==> config.mk <==
export PLATFORM = sky130hd
export DESIGN_NAME = gop_packet_budget_calculator
export DESIGN_NICKNAME = d
export VERILOG_FILES = /design/src/design/gpb_pkg.sv /design/src/design/gpb_mul.sv /design/src/design/gpb_div.sv /design/src/design/gop_packet_budget_calculator.sv
export SDC_FILE = /design/constraint.sdc
export NUM_CORES = 2
export LEC_CHECK = 0
export BUFFER_PORTS_ARGS = -buffer_cell sky130_fd_sc_hd__buf_2
export CORE_MARGIN = 3
export CORE_UTILIZATION = 50
export CTS_CLUSTER_SIZE = 28
export DETAILED_ROUTE_END_ITERATION = 8
export PLACE_DENSITY = 0.74
export SLEW_MARGIN = 0
export SYNTH_ARGS = -nofsm -noshare
export SYNTH_HDL_FRONTEND = slang
export SYNTH_SLANG_ARGS = --single-unit
export TNS_END_PERCENT = 5
==> constraint.sdc <==
create_clock -name clock -period 9 [get_ports clock]
set_clock_uncertainty 0.2 [all_clocks]
set_input_delay 0.9 -clock clock [delete_from_list [all_inputs] [get_ports clock]]
set_output_delay 0.9 -clock clock [all_outputs]
set_load 0.02 [all_outputs]
==> src/design/gpb_pkg.sv <==
// ----------------------------------------------------------------------------
// gpb_pkg: shared types and constants of the gop packet budget calculator
// widths, register indexes, sequencer states and unit command records
// ----------------------------------------------------------------------------
package gpb_pkg;

   // transport packet size and arithmetic constants
   localparam int PKT_BYTES  = 188;
   localparam int NULL_DIV   = 25;
   localparam int NORM_SHIFT = 16 + 3;

   // serial multiplier widths
   localparam int MUL_A_W = 47;
   localparam int MUL_B_W = 40;
   localparam int MUL_P_W = MUL_A_W + MUL_B_W;

   // serial divider widths
   localparam int DIV_N_W   = 64;
   localparam int DIV_D_W   = 19;
   localparam int DIV_CNT_W = $clog2(DIV_N_W + 1);

   // datapath widths
   localparam int RATE_W  = 47;
   localparam int GP_W    = 40;
   localparam int EXP_W   = 63;
   localparam int FOFS_W  = 40;
   localparam int PBP_W   = 36;
   localparam int NORM_W  = 29;
   localparam int RES_W   = 24;
   localparam int NC_W    = 18;
   localparam int MAXG_W  = 55;
   localparam int REQP_W  = 17;
   localparam int REQG_W  = 19;
   localparam int T_W     = 29;
   localparam int GOP_W   = 30;

   localparam logic [EXP_W-1:0] OFS_CAP = EXP_W'(1) << 62;

   // configuration register map
   localparam int CSR_ADDR_W = 5;
   typedef enum logic [2:0] {
      CSR_BPS    = 3'd0,
      CSR_SPP    = 3'd1,
      CSR_PICS   = 3'd2,
      CSR_PREFIX = 3'd3,
      CSR_DSM    = 3'd4,
      CSR_PSISET = 3'd5
   } csr_index_type;

   localparam logic [29:0] BPS_RESET    = 30'd3750000;
   localparam logic [16:0] SPP_RESET    = 17'd2185;
   localparam logic [7:0]  PICS_RESET   = 8'd2;
   localparam logic [3:0]  PSISET_RESET = 4'd3;

   typedef struct packed {
      logic [15:0] filtered_pic_pkts;
      logic [9:0]  psi_pkts;
      logic [9:0]  nc_frame_pkts;
      logic        pes_header_present;
      logic [31:0] out_pkt_count;
      logic [31:0] gop_in_index;
   } req_type;

   typedef struct packed {
      logic [23:0] gop_pkts;
      logic [23:0] pic_pkts;
      logic        skipped;
      logic [47:0] expected_offset;
   } rsp_type;

   typedef struct packed {
      logic               start;
      logic [MUL_A_W-1:0] a;
      logic [MUL_B_W-1:0] b;
   } mul_cmd_type;

   typedef struct packed {
      logic               start;
      logic [DIV_N_W-1:0] n;
      logic [DIV_D_W-1:0] d;
   } div_cmd_type;

   typedef enum logic [3:0] {
      ST_IDLE,
      ST_RATE,
      ST_GPIC,
      ST_EXPECT,
      ST_FOFS,
      ST_PBYTE,
      ST_NORMAL,
      ST_RESERVE,
      ST_NCPKT,
      ST_MAXG,
      ST_DECIDE,
      ST_SHMUL,
      ST_SHDIV,
      ST_FINISH
   } state_type;

endpackage

==> src/design/gpb_mul.sv <==
// ----------------------------------------------------------------------------
// gpb_mul: bit-serial shift-and-add multiplier
// one multiplier bit per cycle, stops early once the remaining bits are zero
// ----------------------------------------------------------------------------
module gpb_mul (
   input  logic                        clock,
   input  logic                        reset,
   input  gpb_pkg::mul_cmd_type        cmd,
   output logic                        done,
   output logic [gpb_pkg::MUL_P_W-1:0] prod
);

   logic                        busy_ff, busy_in;
   logic                        done_ff, done_in;
   logic [gpb_pkg::MUL_P_W-1:0] a_ff, a_in;
   logic [gpb_pkg::MUL_B_W-1:0] b_ff, b_in;
   logic [gpb_pkg::MUL_P_W-1:0] acc_ff, acc_in;

   always_comb begin
      busy_in = busy_ff;
      done_in = 1'b0;
      a_in    = a_ff;
      b_in    = b_ff;
      acc_in  = acc_ff;
      if (cmd.start) begin
         busy_in = 1'b1;
         a_in    = gpb_pkg::MUL_P_W'(cmd.a);
         b_in    = cmd.b;
         acc_in  = '0;
      end else if (busy_ff) begin
         if (b_ff == '0) begin
            busy_in = 1'b0;
            done_in = 1'b1;
         end else begin
            if (b_ff[0]) begin
               acc_in = acc_ff + a_ff;
            end
            a_in = a_ff << 1;
            b_in = b_ff >> 1;
         end
      end
   end

   always_ff @(posedge clock) begin
      if (reset) begin
         busy_ff <= 1'b0;
         done_ff <= 1'b0;
      end else begin
         busy_ff <= busy_in;
         done_ff <= done_in;
      end
   end

   always_ff @(posedge clock) begin
      a_ff   <= a_in;
      b_ff   <= b_in;
      acc_ff <= acc_in;
   end

   assign done = done_ff;
   assign prod = acc_ff;

endmodule

==> src/design/gpb_div.sv <==
// ----------------------------------------------------------------------------
// gpb_div: bit-serial restoring divider
// one quotient bit per cycle over the full dividend width
// ----------------------------------------------------------------------------
module gpb_div (
   input  logic                        clock,
   input  logic                        reset,
   input  gpb_pkg::div_cmd_type        cmd,
   output logic                        done,
   output logic [gpb_pkg::DIV_N_W-1:0] quot
);

   logic                          busy_ff, busy_in;
   logic                          done_ff, done_in;
   logic [gpb_pkg::DIV_N_W-1:0]   q_ff, q_in;
   logic [gpb_pkg::DIV_D_W-1:0]   d_ff, d_in;
   logic [gpb_pkg::DIV_D_W-1:0]   rem_ff, rem_in;
   logic [gpb_pkg::DIV_CNT_W-1:0] cnt_ff, cnt_in;
   logic [gpb_pkg::DIV_D_W:0]     trial;
   logic [gpb_pkg::DIV_D_W:0]     diff;
   logic                          ge;

   assign trial = {rem_ff, q_ff[gpb_pkg::DIV_N_W-1]};
   assign diff  = trial - {1'b0, d_ff};
   assign ge    = trial >= {1'b0, d_ff};

   always_comb begin
      busy_in = busy_ff;
      done_in = 1'b0;
      q_in    = q_ff;
      d_in    = d_ff;
      rem_in  = rem_ff;
      cnt_in  = cnt_ff;
      if (cmd.start) begin
         busy_in = 1'b1;
         q_in    = cmd.n;
         d_in    = cmd.d;
         rem_in  = '0;
         cnt_in  = '0;
      end else if (busy_ff) begin
         if (cnt_ff == gpb_pkg::DIV_CNT_W'(gpb_pkg::DIV_N_W)) begin
            busy_in = 1'b0;
            done_in = 1'b1;
         end else begin
            // remainder stays below the divisor, so the low bits suffice
            rem_in = ge ? diff[gpb_pkg::DIV_D_W-1:0] : trial[gpb_pkg::DIV_D_W-1:0];
            q_in   = {q_ff[gpb_pkg::DIV_N_W-2:0], ge};
            cnt_in = cnt_ff + 1'b1;
         end
      end
   end

   always_ff @(posedge clock) begin
      if (reset) begin
         busy_ff <= 1'b0;
         done_ff <= 1'b0;
         cnt_ff  <= '0;
      end else begin
         busy_ff <= busy_in;
         done_ff <= done_in;
         cnt_ff  <= cnt_in;
      end
   end

   always_ff @(posedge clock) begin
      q_ff   <= q_in;
      d_ff   <= d_in;
      rem_ff <= rem_in;
   end

   assign done = done_ff;
   assign quot = q_ff;

endmodule

==> src/design/gop_packet_budget_calculator.sv <==
// ----------------------------------------------------------------------------
// gop_packet_budget_calculator: per-keyframe packet budget of a fixed-gop file
// steps: the shared one-bit-per-cycle multiplier (seven products) and divider
//   (four quotients) run in turn; shorter multiplier operands or a skipped gop finish sooner
// items: a new item is taken only once the last result is out; busy is low again in the rsp_valid cycle
// reset: synchronous, active high; registers return to defaults, first gop pending
// the result is shown for one cycle only, the receiver cannot stall
// ----------------------------------------------------------------------------
module gop_packet_budget_calculator (
   input  logic                                clock,
   input  logic                                reset,
   // item channel
   input  logic                                start,
   output logic                                busy,
   input  gpb_pkg::req_type                    req_data,
   // result channel
   output logic                                rsp_valid,
   output gpb_pkg::rsp_type                    rsp_data,
   // configuration port
   input  logic                                psel,
   input  logic                                penable,
   input  logic                                pwrite,
   input  logic [gpb_pkg::CSR_ADDR_W-1:0]      paddr,
   input  logic [31:0]                         pwdata,
   output logic [31:0]                         prdata,
   output logic                                pready
);

   // ---------------------------------------------------------------- csr
   logic [29:0] bps_ff;
   logic [16:0] spp_ff;
   logic [7:0]  pics_ff;
   logic        prefix_en_ff;
   logic        dsm_en_ff;
   logic [3:0]  psiset_ff;
   logic        csr_wr;
   logic [2:0]  csr_idx;

   assign pready  = 1'b1;
   assign csr_wr  = psel && penable && pwrite;
   assign csr_idx = paddr[4:2];

   always_ff @(posedge clock) begin
      if (reset) begin
         bps_ff       <= gpb_pkg::BPS_RESET;
         spp_ff       <= gpb_pkg::SPP_RESET;
         pics_ff      <= gpb_pkg::PICS_RESET;
         prefix_en_ff <= 1'b0;
         dsm_en_ff    <= 1'b0;
         psiset_ff    <= gpb_pkg::PSISET_RESET;
      end else if (csr_wr) begin
         case (csr_idx)
            gpb_pkg::CSR_BPS:    bps_ff       <= pwdata[29:0];
            gpb_pkg::CSR_SPP:    spp_ff       <= pwdata[16:0];
            gpb_pkg::CSR_PICS:   pics_ff      <= pwdata[7:0];
            gpb_pkg::CSR_PREFIX: prefix_en_ff <= pwdata[0];
            gpb_pkg::CSR_DSM:    dsm_en_ff    <= pwdata[0];
            gpb_pkg::CSR_PSISET: psiset_ff    <= pwdata[3:0];
            default: ;
         endcase
      end
   end

   always_comb begin
      case (csr_idx)
         gpb_pkg::CSR_BPS:    prdata = 32'(bps_ff);
         gpb_pkg::CSR_SPP:    prdata = 32'(spp_ff);
         gpb_pkg::CSR_PICS:   prdata = 32'(pics_ff);
         gpb_pkg::CSR_PREFIX: prdata = 32'(prefix_en_ff);
         gpb_pkg::CSR_DSM:    prdata = 32'(dsm_en_ff);
         gpb_pkg::CSR_PSISET: prdata = 32'(psiset_ff);
         default:             prdata = '0;
      endcase
   end

   // zero pictures per gop counts as one
   logic [7:0] pics_eff;
   assign pics_eff = (pics_ff == '0) ? 8'd1 : pics_ff;

   // ---------------------------------------------------------------- arithmetic units
   gpb_pkg::mul_cmd_type               mul_cmd;
   gpb_pkg::div_cmd_type               div_cmd;
   logic                               mul_done, div_done;
   logic [gpb_pkg::MUL_P_W-1:0]        mul_prod;
   logic [gpb_pkg::DIV_N_W-1:0]        div_quot;

   gpb_mul u_mul (
      .clock (clock),
      .reset (reset),
      .cmd   (mul_cmd),
      .done  (mul_done),
      .prod  (mul_prod)
   );

   gpb_div u_div (
      .clock (clock),
      .reset (reset),
      .cmd   (div_cmd),
      .done  (div_done),
      .quot  (div_quot)
   );

   // ---------------------------------------------------------------- sequencer state
   gpb_pkg::state_type state_ff, state_in;
   logic               launched_ff, launched_in;
   logic               pending_ff, pending_in;
   logic               rsp_valid_ff, rsp_valid_in;
   gpb_pkg::rsp_type   rsp_data_ff, rsp_data_in;

   // latched item
   logic [9:0]  ncf_ff, ncf_in;
   logic [31:0] ocnt_ff, ocnt_in;
   logic [31:0] gidx_ff, gidx_in;
   logic [gpb_pkg::REQP_W-1:0] reqp_ff, reqp_in;

   // intermediate results
   logic [gpb_pkg::RATE_W-1:0] rate_ff, rate_in;
   logic [gpb_pkg::GP_W-1:0]   gp_ff, gp_in;
   logic [gpb_pkg::EXP_W-1:0]  exp_ff, exp_in;
   logic [gpb_pkg::FOFS_W-1:0] fofs_ff, fofs_in;
   logic [gpb_pkg::PBP_W-1:0]  pbp_ff, pbp_in;
   logic [gpb_pkg::NORM_W-1:0] norm_ff, norm_in;
   logic [gpb_pkg::RES_W-1:0]  res_ff, res_in;
   logic [gpb_pkg::NC_W-1:0]   nc_ff, nc_in;
   logic [gpb_pkg::MAXG_W-1:0] maxg_ff, maxg_in;
   logic [gpb_pkg::T_W-1:0]    t_ff, t_in;
   logic [46:0]                shp_ff, shp_in;
   logic [gpb_pkg::T_W-1:0]    share_ff, share_in;
   logic                       used_ff, used_in;

   // ---------------------------------------------------------------- combinational helpers
   logic [16:0]                req_pic_new;
   logic [gpb_pkg::REQG_W-1:0] req_gop;
   logic [25:0]                need;
   logic [67:0]                prod_shr;
   logic [gpb_pkg::EXP_W-1:0]  exp_new;
   logic                       neg_room;
   logic [gpb_pkg::MAXG_W-1:0] tmin;
   logic [gpb_pkg::GOP_W-1:0]  gop_val;
   logic [gpb_pkg::GOP_W-1:0]  pic_raw;
   logic [gpb_pkg::GOP_W-1:0]  pic_val;
   logic [3:0]                 prefix;
   logic                       pes;

   assign prefix      = (pending_ff && prefix_en_ff) ? psiset_ff : 4'd0;
   assign pes         = !req_data.pes_header_present || dsm_en_ff;
   assign req_pic_new = 17'(prefix) + 17'(req_data.filtered_pic_pkts) + 17'(pes)
                        + 17'(req_data.psi_pkts);
   assign req_gop     = gpb_pkg::REQG_W'(reqp_ff) + gpb_pkg::REQG_W'(nc_ff);
   assign need        = 26'(req_gop) + 26'(res_ff);

   // expected offset is the product shifted down, capped at 2^62
   assign prod_shr = mul_prod[gpb_pkg::MUL_P_W-1:gpb_pkg::NORM_SHIFT];
   assign exp_new  = (prod_shr > 68'(gpb_pkg::OFS_CAP)) ? gpb_pkg::OFS_CAP
                                                        : prod_shr[gpb_pkg::EXP_W-1:0];
   assign neg_room = exp_ff < gpb_pkg::EXP_W'(fofs_ff);

   assign tmin    = (maxg_ff < gpb_pkg::MAXG_W'(norm_ff)) ? maxg_ff
                                                          : gpb_pkg::MAXG_W'(norm_ff);
   assign gop_val = used_ff ? (gpb_pkg::GOP_W'(t_ff) + gpb_pkg::GOP_W'(res_ff)) : '0;
   assign pic_raw = gpb_pkg::GOP_W'(share_ff) + gpb_pkg::GOP_W'(res_ff);
   assign pic_val = !used_ff ? '0 :
                    ((gop_val - pic_raw) < gpb_pkg::GOP_W'(nc_ff))
                       ? (gop_val - gpb_pkg::GOP_W'(nc_ff)) : pic_raw;

   // ---------------------------------------------------------------- unit operands by step
   logic is_mul, is_div;

   always_comb begin
      is_mul = 1'b0;
      is_div = 1'b0;
      mul_cmd = '0;
      div_cmd = '0;
      case (state_ff)
         gpb_pkg::ST_RATE: begin
            is_mul = 1'b1;
            mul_cmd.a = gpb_pkg::MUL_A_W'(bps_ff);
            mul_cmd.b = gpb_pkg::MUL_B_W'(spp_ff);
         end
         gpb_pkg::ST_GPIC: begin
            is_mul = 1'b1;
            mul_cmd.a = (gidx_ff == '0) ? gpb_pkg::MUL_A_W'(1) : gpb_pkg::MUL_A_W'(gidx_ff);
            mul_cmd.b = gpb_pkg::MUL_B_W'(pics_eff);
         end
         gpb_pkg::ST_EXPECT: begin
            is_mul = 1'b1;
            mul_cmd.a = rate_ff;
            mul_cmd.b = gp_ff;
         end
         gpb_pkg::ST_FOFS: begin
            is_mul = 1'b1;
            mul_cmd.a = gpb_pkg::MUL_A_W'(ocnt_ff);
            mul_cmd.b = gpb_pkg::MUL_B_W'(gpb_pkg::PKT_BYTES);
         end
         gpb_pkg::ST_PBYTE: begin
            is_mul = 1'b1;
            mul_cmd.a = gpb_pkg::MUL_A_W'(rate_ff[gpb_pkg::RATE_W-1:gpb_pkg::NORM_SHIFT]);
            mul_cmd.b = gpb_pkg::MUL_B_W'(pics_eff);
         end
         gpb_pkg::ST_NCPKT: begin
            is_mul = 1'b1;
            mul_cmd.a = gpb_pkg::MUL_A_W'(ncf_ff);
            mul_cmd.b = gpb_pkg::MUL_B_W'(pics_eff - 8'd1);
         end
         gpb_pkg::ST_SHMUL: begin
            is_mul = 1'b1;
            mul_cmd.a = gpb_pkg::MUL_A_W'(t_ff);
            mul_cmd.b = gpb_pkg::MUL_B_W'(reqp_ff);
         end
         gpb_pkg::ST_NORMAL: begin
            is_div = 1'b1;
            div_cmd.n = gpb_pkg::DIV_N_W'(pbp_ff) + gpb_pkg::DIV_N_W'(gpb_pkg::PKT_BYTES - 1);
            div_cmd.d = gpb_pkg::DIV_D_W'(gpb_pkg::PKT_BYTES);
         end
         gpb_pkg::ST_RESERVE: begin
            is_div = 1'b1;
            div_cmd.n = gpb_pkg::DIV_N_W'(norm_ff);
            div_cmd.d = gpb_pkg::DIV_D_W'(gpb_pkg::NULL_DIV);
         end
         gpb_pkg::ST_MAXG: begin
            is_div = !neg_room;
            div_cmd.n = gpb_pkg::DIV_N_W'(exp_ff) - gpb_pkg::DIV_N_W'(fofs_ff)
                        + gpb_pkg::DIV_N_W'(gpb_pkg::PKT_BYTES - 1);
            div_cmd.d = gpb_pkg::DIV_D_W'(gpb_pkg::PKT_BYTES);
         end
         gpb_pkg::ST_SHDIV: begin
            is_div = req_gop != '0;
            div_cmd.n = gpb_pkg::DIV_N_W'(shp_ff) + gpb_pkg::DIV_N_W'(req_gop)
                        - gpb_pkg::DIV_N_W'(1);
            div_cmd.d = req_gop;
         end
         default: ;
      endcase
      mul_cmd.start = is_mul && !launched_ff;
      div_cmd.start = is_div && !launched_ff;
   end

   // ---------------------------------------------------------------- next state and captures
   always_comb begin
      state_in     = state_ff;
      launched_in  = launched_ff;
      pending_in   = pending_ff;
      rsp_valid_in = 1'b0;
      rsp_data_in  = rsp_data_ff;
      ncf_in   = ncf_ff;
      ocnt_in  = ocnt_ff;
      gidx_in  = gidx_ff;
      reqp_in  = reqp_ff;
      rate_in  = rate_ff;
      gp_in    = gp_ff;
      exp_in   = exp_ff;
      fofs_in  = fofs_ff;
      pbp_in   = pbp_ff;
      norm_in  = norm_ff;
      res_in   = res_ff;
      nc_in    = nc_ff;
      maxg_in  = maxg_ff;
      t_in     = t_ff;
      shp_in   = shp_ff;
      share_in = share_ff;
      used_in  = used_ff;

      // each unit step: launch once, then wait for the unit's done
      if ((is_mul || is_div) && !launched_ff) begin
         launched_in = 1'b1;
      end

      case (state_ff)
         gpb_pkg::ST_IDLE: begin
            if (start) begin
               ncf_in      = req_data.nc_frame_pkts;
               ocnt_in     = req_data.out_pkt_count;
               gidx_in     = req_data.gop_in_index;
               reqp_in     = req_pic_new;
               launched_in = 1'b0;
               state_in    = gpb_pkg::ST_RATE;
            end
         end
         gpb_pkg::ST_RATE: begin
            if (launched_ff && mul_done) begin
               rate_in     = mul_prod[gpb_pkg::RATE_W-1:0];
               launched_in = 1'b0;
               state_in    = gpb_pkg::ST_GPIC;
            end
         end
         gpb_pkg::ST_GPIC: begin
            if (launched_ff && mul_done) begin
               gp_in       = mul_prod[gpb_pkg::GP_W-1:0];
               launched_in = 1'b0;
               state_in    = gpb_pkg::ST_EXPECT;
            end
         end
         gpb_pkg::ST_EXPECT: begin
            if (launched_ff && mul_done) begin
               exp_in      = exp_new;
               launched_in = 1'b0;
               state_in    = gpb_pkg::ST_FOFS;
            end
         end
         gpb_pkg::ST_FOFS: begin
            if (launched_ff && mul_done) begin
               fofs_in     = mul_prod[gpb_pkg::FOFS_W-1:0];
               launched_in = 1'b0;
               state_in    = gpb_pkg::ST_PBYTE;
            end
         end
         gpb_pkg::ST_PBYTE: begin
            if (launched_ff && mul_done) begin
               pbp_in      = mul_prod[gpb_pkg::PBP_W-1:0];
               launched_in = 1'b0;
               state_in    = gpb_pkg::ST_NORMAL;
            end
         end
         gpb_pkg::ST_NORMAL: begin
            if (launched_ff && div_done) begin
               norm_in     = div_quot[gpb_pkg::NORM_W-1:0];
               launched_in = 1'b0;
               state_in    = gpb_pkg::ST_RESERVE;
            end
         end
         gpb_pkg::ST_RESERVE: begin
            if (launched_ff && div_done) begin
               res_in      = div_quot[gpb_pkg::RES_W-1:0];
               launched_in = 1'b0;
               state_in    = gpb_pkg::ST_NCPKT;
            end
         end
         gpb_pkg::ST_NCPKT: begin
            if (launched_ff && mul_done) begin
               nc_in       = mul_prod[gpb_pkg::NC_W-1:0];
               launched_in = 1'b0;
               state_in    = gpb_pkg::ST_MAXG;
            end
         end
         gpb_pkg::ST_MAXG: begin
            // expected offset behind the file offset: gop skipped
            if (neg_room) begin
               used_in     = 1'b0;
               launched_in = 1'b0;
               state_in    = gpb_pkg::ST_FINISH;
            end else if (launched_ff && div_done) begin
               maxg_in     = div_quot[gpb_pkg::MAXG_W-1:0];
               launched_in = 1'b0;
               state_in    = gpb_pkg::ST_DECIDE;
            end
         end
         gpb_pkg::ST_DECIDE: begin
            if (maxg_ff >= gpb_pkg::MAXG_W'(need)) begin
               used_in  = 1'b1;
               t_in     = (tmin >= gpb_pkg::MAXG_W'(need)) ? tmin[gpb_pkg::T_W-1:0]
                                                           : gpb_pkg::T_W'(req_gop);
               state_in = gpb_pkg::ST_SHMUL;
            end else begin
               used_in  = 1'b0;
               state_in = gpb_pkg::ST_FINISH;
            end
         end
         gpb_pkg::ST_SHMUL: begin
            if (launched_ff && mul_done) begin
               shp_in      = mul_prod[46:0];
               launched_in = 1'b0;
               state_in    = gpb_pkg::ST_SHDIV;
            end
         end
         gpb_pkg::ST_SHDIV: begin
            // no required content: key picture share is zero
            if (req_gop == '0) begin
               share_in    = '0;
               launched_in = 1'b0;
               state_in    = gpb_pkg::ST_FINISH;
            end else if (launched_ff && div_done) begin
               share_in    = div_quot[gpb_pkg::T_W-1:0];
               launched_in = 1'b0;
               state_in    = gpb_pkg::ST_FINISH;
            end
         end
         gpb_pkg::ST_FINISH: begin
            rsp_data_in.gop_pkts = (gop_val[gpb_pkg::GOP_W-1:24] != '0) ? 24'hFFFFFF
                                                                     : gop_val[23:0];
            rsp_data_in.pic_pkts = (pic_val[gpb_pkg::GOP_W-1:24] != '0) ? 24'hFFFFFF
                                                                     : pic_val[23:0];
            rsp_data_in.skipped  = gop_val == '0;
            rsp_data_in.expected_offset = (exp_ff[gpb_pkg::EXP_W-1:48] != '0) ?
                                          48'hFFFF_FFFF_FFFF : exp_ff[47:0];
            // an empty budget keeps the prefix psi waiting
            if (gop_val != '0) begin
               pending_in = 1'b0;
            end
            rsp_valid_in = 1'b1;
            state_in     = gpb_pkg::ST_IDLE;
         end
         default: state_in = gpb_pkg::ST_IDLE;
      endcase
   end

   always_ff @(posedge clock) begin
      if (reset) begin
         state_ff     <= gpb_pkg::ST_IDLE;
         launched_ff  <= 1'b0;
         pending_ff   <= 1'b1;
         rsp_valid_ff <= 1'b0;
      end else begin
         state_ff     <= state_in;
         launched_ff  <= launched_in;
         pending_ff   <= pending_in;
         rsp_valid_ff <= rsp_valid_in;
      end
   end

   always_ff @(posedge clock) begin
      rsp_data_ff <= rsp_data_in;
      ncf_ff   <= ncf_in;
      ocnt_ff  <= ocnt_in;
      gidx_ff  <= gidx_in;
      reqp_ff  <= reqp_in;
      rate_ff  <= rate_in;
      gp_ff    <= gp_in;
      exp_ff   <= exp_in;
      fofs_ff  <= fofs_in;
      pbp_ff   <= pbp_in;
      norm_ff  <= norm_in;
      res_ff   <= res_in;
      nc_ff    <= nc_in;
      maxg_ff  <= maxg_in;
      t_ff     <= t_in;
      shp_ff   <= shp_in;
      share_ff <= share_in;
      used_ff  <= used_in;
   end

   assign busy      = state_ff != gpb_pkg::ST_IDLE;
   assign rsp_valid = rsp_valid_ff;
   assign rsp_data  = rsp_data_ff;

   // ---------------------------------------------------------------- assertions
   a_rsp_after_finish : assert property (@(posedge clock) disable iff (reset)
      rsp_valid_ff |-> $past(state_ff == gpb_pkg::ST_FINISH))
      else $error("result strobe without finishing step");

   a_skip_consistent : assert property (@(posedge clock) disable iff (reset)
      rsp_valid_ff |-> (rsp_data_ff.skipped == (rsp_data_ff.gop_pkts == '0)))
      else $error("skip flag disagrees with gop budget");

   a_pic_within_gop : assert property (@(posedge clock) disable iff (reset)
      rsp_valid_ff |-> (rsp_data_ff.pic_pkts <= rsp_data_ff.gop_pkts))
      else $error("key picture budget exceeds gop budget");

   a_busy_after_accept : assert property (@(posedge clock) disable iff (reset)
      (start && !busy) |=> busy)
      else $error("accepted item did not start work");

   a_pending_never_rises : assert property (@(posedge clock) disable iff (reset)
      !$rose(pending_ff))
      else $error("first gop flag set again outside reset");

endmodule

==> flow_metrics.env <==
export IMPL_placementRows=131
export IMPL_routedWlPerCell_um=23.6
export IMPL_fillers=11100
export IMPL_syn_cell_area_um2=64600
export IMPL_endpoint_kind="register"
export IMPL_synth_distinct_cells=102
export IMPL_post_route_cell_area_um2=71900
export IMPL_worst_ep_required_time_ps=9230
export IMPL_drive_gt1_frac=0.0992
export IMPL_timing_critical_path_max_delay_family="simple AND/OR/NAND/NOR gates"
export IMPL_drt_pre_antenna_iters=9
export IMPL_final_net_count=7510
export IMPL_place_ws_ps=1170
export IMPL_asyncSetResetFlopFracSynth=0
export IMPL_h_tree_levels=3
export IMPL_crit_path_max_fanout=29
export IMPL_place_detailed_instances=8402
export IMPL_place_congestion=0.990
export IMPL_clockRootBuffer="sky130_fd_sc_hd__clkbuf_16"
export IMPL_yosys_warnings=0
export IMPL_synth_adder_area_share=0.116
export IMPL_drt_first_iter_violations=6415
export IMPL_cts_setup_buffers=0
export IMPL_slew_headroom=0.165
export IMPL_fmax_mhz=125
export IMPL_clock_transition_time_at_the_flip_flop_clock_pins_of_the_worst_setup_and_hold_paths_ps=60
export IMPL_synthSimpleGateAreaFrac=0.154
export IMPL_synth_edff_count=816
export IMPL_route_detailed_vias_per_inst=6.15
export IMPL_setup_viol=0
export IMPL_portBuffers=268
export IMPL_critical_path_cell_count=31
export IMPL_reg2reg_to="t_ff[23]"
export IMPL_pin_count_of_the_biggest_net_entering_global_routing=217
export IMPL_leak_nw=28.7
export IMPL_first_pass_grt_wire_length_um=301000
export IMPL_place_area_um2=67900
export IMPL_horizontal_extent_of_the_die_um=366
export IMPL_hold_path_class="in -> reg"
export IMPL_final_cells=8623
export IMPL_detail_route_wirelength_um=203000
export IMPL_status="complete, no violations"
export IMPL_initial_core_util=0.505
export IMPL_crit_path_max_incr_delay_ps=600
export IMPL_final_period_minus_worst_setup_slack_ps=8000
export IMPL_ys_seq_area_frac=0.449
export IMPL_die_area_um2=134000
export IMPL_grt_antenna_before_repair=9
export IMPL_timing_max_transition_violations_final=0
export IMPL_rsz0062_at_grt="false"
export IMPL_avgSynthCellArea_um2=9.81
export IMPL_die_height_um=366
export IMPL_layout_core_utilization=0.561
export IMPL_core_um2=128000
export IMPL_timing_critical_path_from_type="register"
export IMPL_timing_rr_start="nc_ff[0]"
export IMPL_drt_drc_violations_left=0
export IMPL_first_global_vias=49400
export IMPL_synth_mux_area_fraction=0.0128
export IMPL_timing_reg2reg_worst_path_depth=31
export IMPL_cts_tree="done"
export IMPL_pwr_density_cell_nw_per_um2=226
export IMPL_fin_ws_ps=1000
export IMPL_synth_compound_area_share=0.181
export IMPL_worst_skew_pair_late_latency_ps=790
export IMPL_timing_hold_violations_final=0
export IMPL_setup_reg_to_reg_worst_slack_ps=1000
export IMPL_irDropWorstVdd_mv=0.257
export IMPL_detailroute_via_count=53100
export IMPL_cp_buffers_inverters=4
export IMPL_ctsResizeCount=0
export IMPL_grt_remaining_overflow=0
export IMPL_crit_arrival_ps=8220
export IMPL_totalNegativeSetupSlack_ps=0
export IMPL_synth_seq_cells=1041
export IMPL_cts_max_path_buffers=3
export IMPL_synth_top_family_by_area="compound AO/OA/AOI/OAI gates"
export IMPL_crit_path_end="t_ff[23]"
export IMPL_most_common_layout_cells="816 x sky130_fd_sc_hd__edfxtp_1, 698 x sky130_fd_sc_hd__nand2_1, 547 x sky130_fd_sc_hd__ha_1"
export IMPL_cts_hold_repair_buffers=0
export IMPL_worst_setup_path_startpoint="nc_ff[0]"
export IMPL_max_cap_violations=0
export IMPL_synth_cells=6589
export IMPL_yosys_area_share_xor_xnor=0.0453
export IMPL_clkSinkCount=1041
export IMPL_drtAntennaViolNets=0
export IMPL_max_slew_worst_pin_slew_ps=1250
export IMPL_floorplan_io_pins=276
export IMPL_layout_cells_most_common="sky130_fd_sc_hd__edfxtp_1"
export IMPL_critical_path_slowest_cell="sky130_fd_sc_hd__or4b_2"
export IMPL_crit_type="reg -> reg"
export IMPL_synthToLayoutAreaGrowth_pct=11.2
export IMPL_tot_gr_track_use=0.296
export IMPL_synth_ff_type="sky130_fd_sc_hd__edfxtp_1"
export IMPL_layout_worst_path_cycle_share=0.889
export IMPL_dp_hpwl_um=154000
export IMPL_tritoncts_num_buffers=113
## through the flow
stage	hold slack, ps	power [W]
after floorplan	226	0.00966
after global placement	233	0.0111
after detailed placement	237	0.0112
after CTS	30.3	0.0162
after global routing	51.6	0.0169
final	85.4	0.0163
## worst min path at each step
stage	from	end	slack, ps	depth (start not counted)
after CTS	req_data[44]	ocnt_ff[12]	30	1
after floorplan	u_div.quot[29]	maxg_ff[29]	230	0
after detailed placement	u_div.quot[38]	maxg_ff[38]	240	0
after global placement	u_div.quot[35]	maxg_ff[35]	230	0
after global routing	req_data[45]	ocnt_ff[13]	50	1
final	req_data[60]	ocnt_ff[28]	90	1
## power by group
group	total (W)	internal (W)	switching, W
combinational	0.00481	0.00168	0.00312
sequential	0.00651	0.00592	0.000591
clock	0.00495	0.00287	0.00208
## cells in the mapped netlist (71+ instances only)
cell type / count / share of area
sky130_fd_sc_hd__nand4_1: 71 / 0.0069
sky130_fd_sc_hd__dfxtp_1: 225 / 0.070
sky130_fd_sc_hd__nor3_1: 105 / 0.0081
sky130_fd_sc_hd__clkbuf_1: 231 / 0.013
sky130_fd_sc_hd__xor2_1: 141 / 0.019
sky130_fd_sc_hd__nand3_1: 136 / 0.011
sky130_fd_sc_hd__edfxtp_1: 816 / 0.38
sky130_fd_sc_hd__nor2_1: 469 / 0.027
sky130_fd_sc_hd__a21o_1: 159 / 0.018
sky130_fd_sc_hd__xnor2_1: 193 / 0.026
sky130_fd_sc_hd__o21ai_0: 332 / 0.026
sky130_fd_sc_hd__nand2b_1: 86 / 0.0083
sky130_fd_sc_hd__a21oi_1: 520 / 0.040
sky130_fd_sc_hd__inv_1: 441 / 0.026
sky130_fd_sc_hd__ha_1: 547 / 0.11
sky130_fd_sc_hd__nand2_1: 700 / 0.041
sky130_fd_sc_hd__and2_1: 138 / 0.013
sky130_fd_sc_hd__a31oi_1: 114 / 0.011
sky130_fd_sc_hd__nor4_1: 79 / 0.0076
## metal layers
metal | global-route usage | vias to the layer above | part of all wire | routed length [um]
li1 | - | 24600 | - | -
met1 | 0.401 | 25400 | 0.40 | 82200
met2 | 0.458 | 2552 | 0.45 | 90600
met3 | 0.0665 | 478 | 0.10 | 21100
met4 | 0.124 | 4 | 0.046 | 9420
met5 | 0 | - | 0.00011 | 23
## cell families (layout without fill, tap and decap cells)
family	Yosys count	in the layout
AO/OA/AOI/OAI	1768	1768
XOR/XNOR	334	334
adder cells (fa/ha/maj)	580	580
buffers and inverters	709	1005
flip-flops	1041	1041
multiplexers	79	79
other	2	11
AND/OR/NAND/NOR	2076	2076
## area by class of cell
cell class,instances,area (um2),share of cell area
inverters,442,1660,0.0231
multi-input cells,4840,33100,0.460
repair buffers,350,1970,0.0274
well taps,1729,2160,0.0301
clock inverters,64,896,0.0125
flip-flops and latches,1041,29000,0.404
diodes,8,20.0,0.000279
clock buffers,149,3080,0.0429
## registers in the layout, indices dropped and copies added, names as in the netlist, 47 cells and up
register    flops
exp_ff         63
maxg_ff        55
rate_ff        47
rsp_data       97
shp_ff         47
u_div.quot     64
u_mul.a_ff     87
u_mul.prod     87
Note: power is estimated with default switching activity, not from simulation.
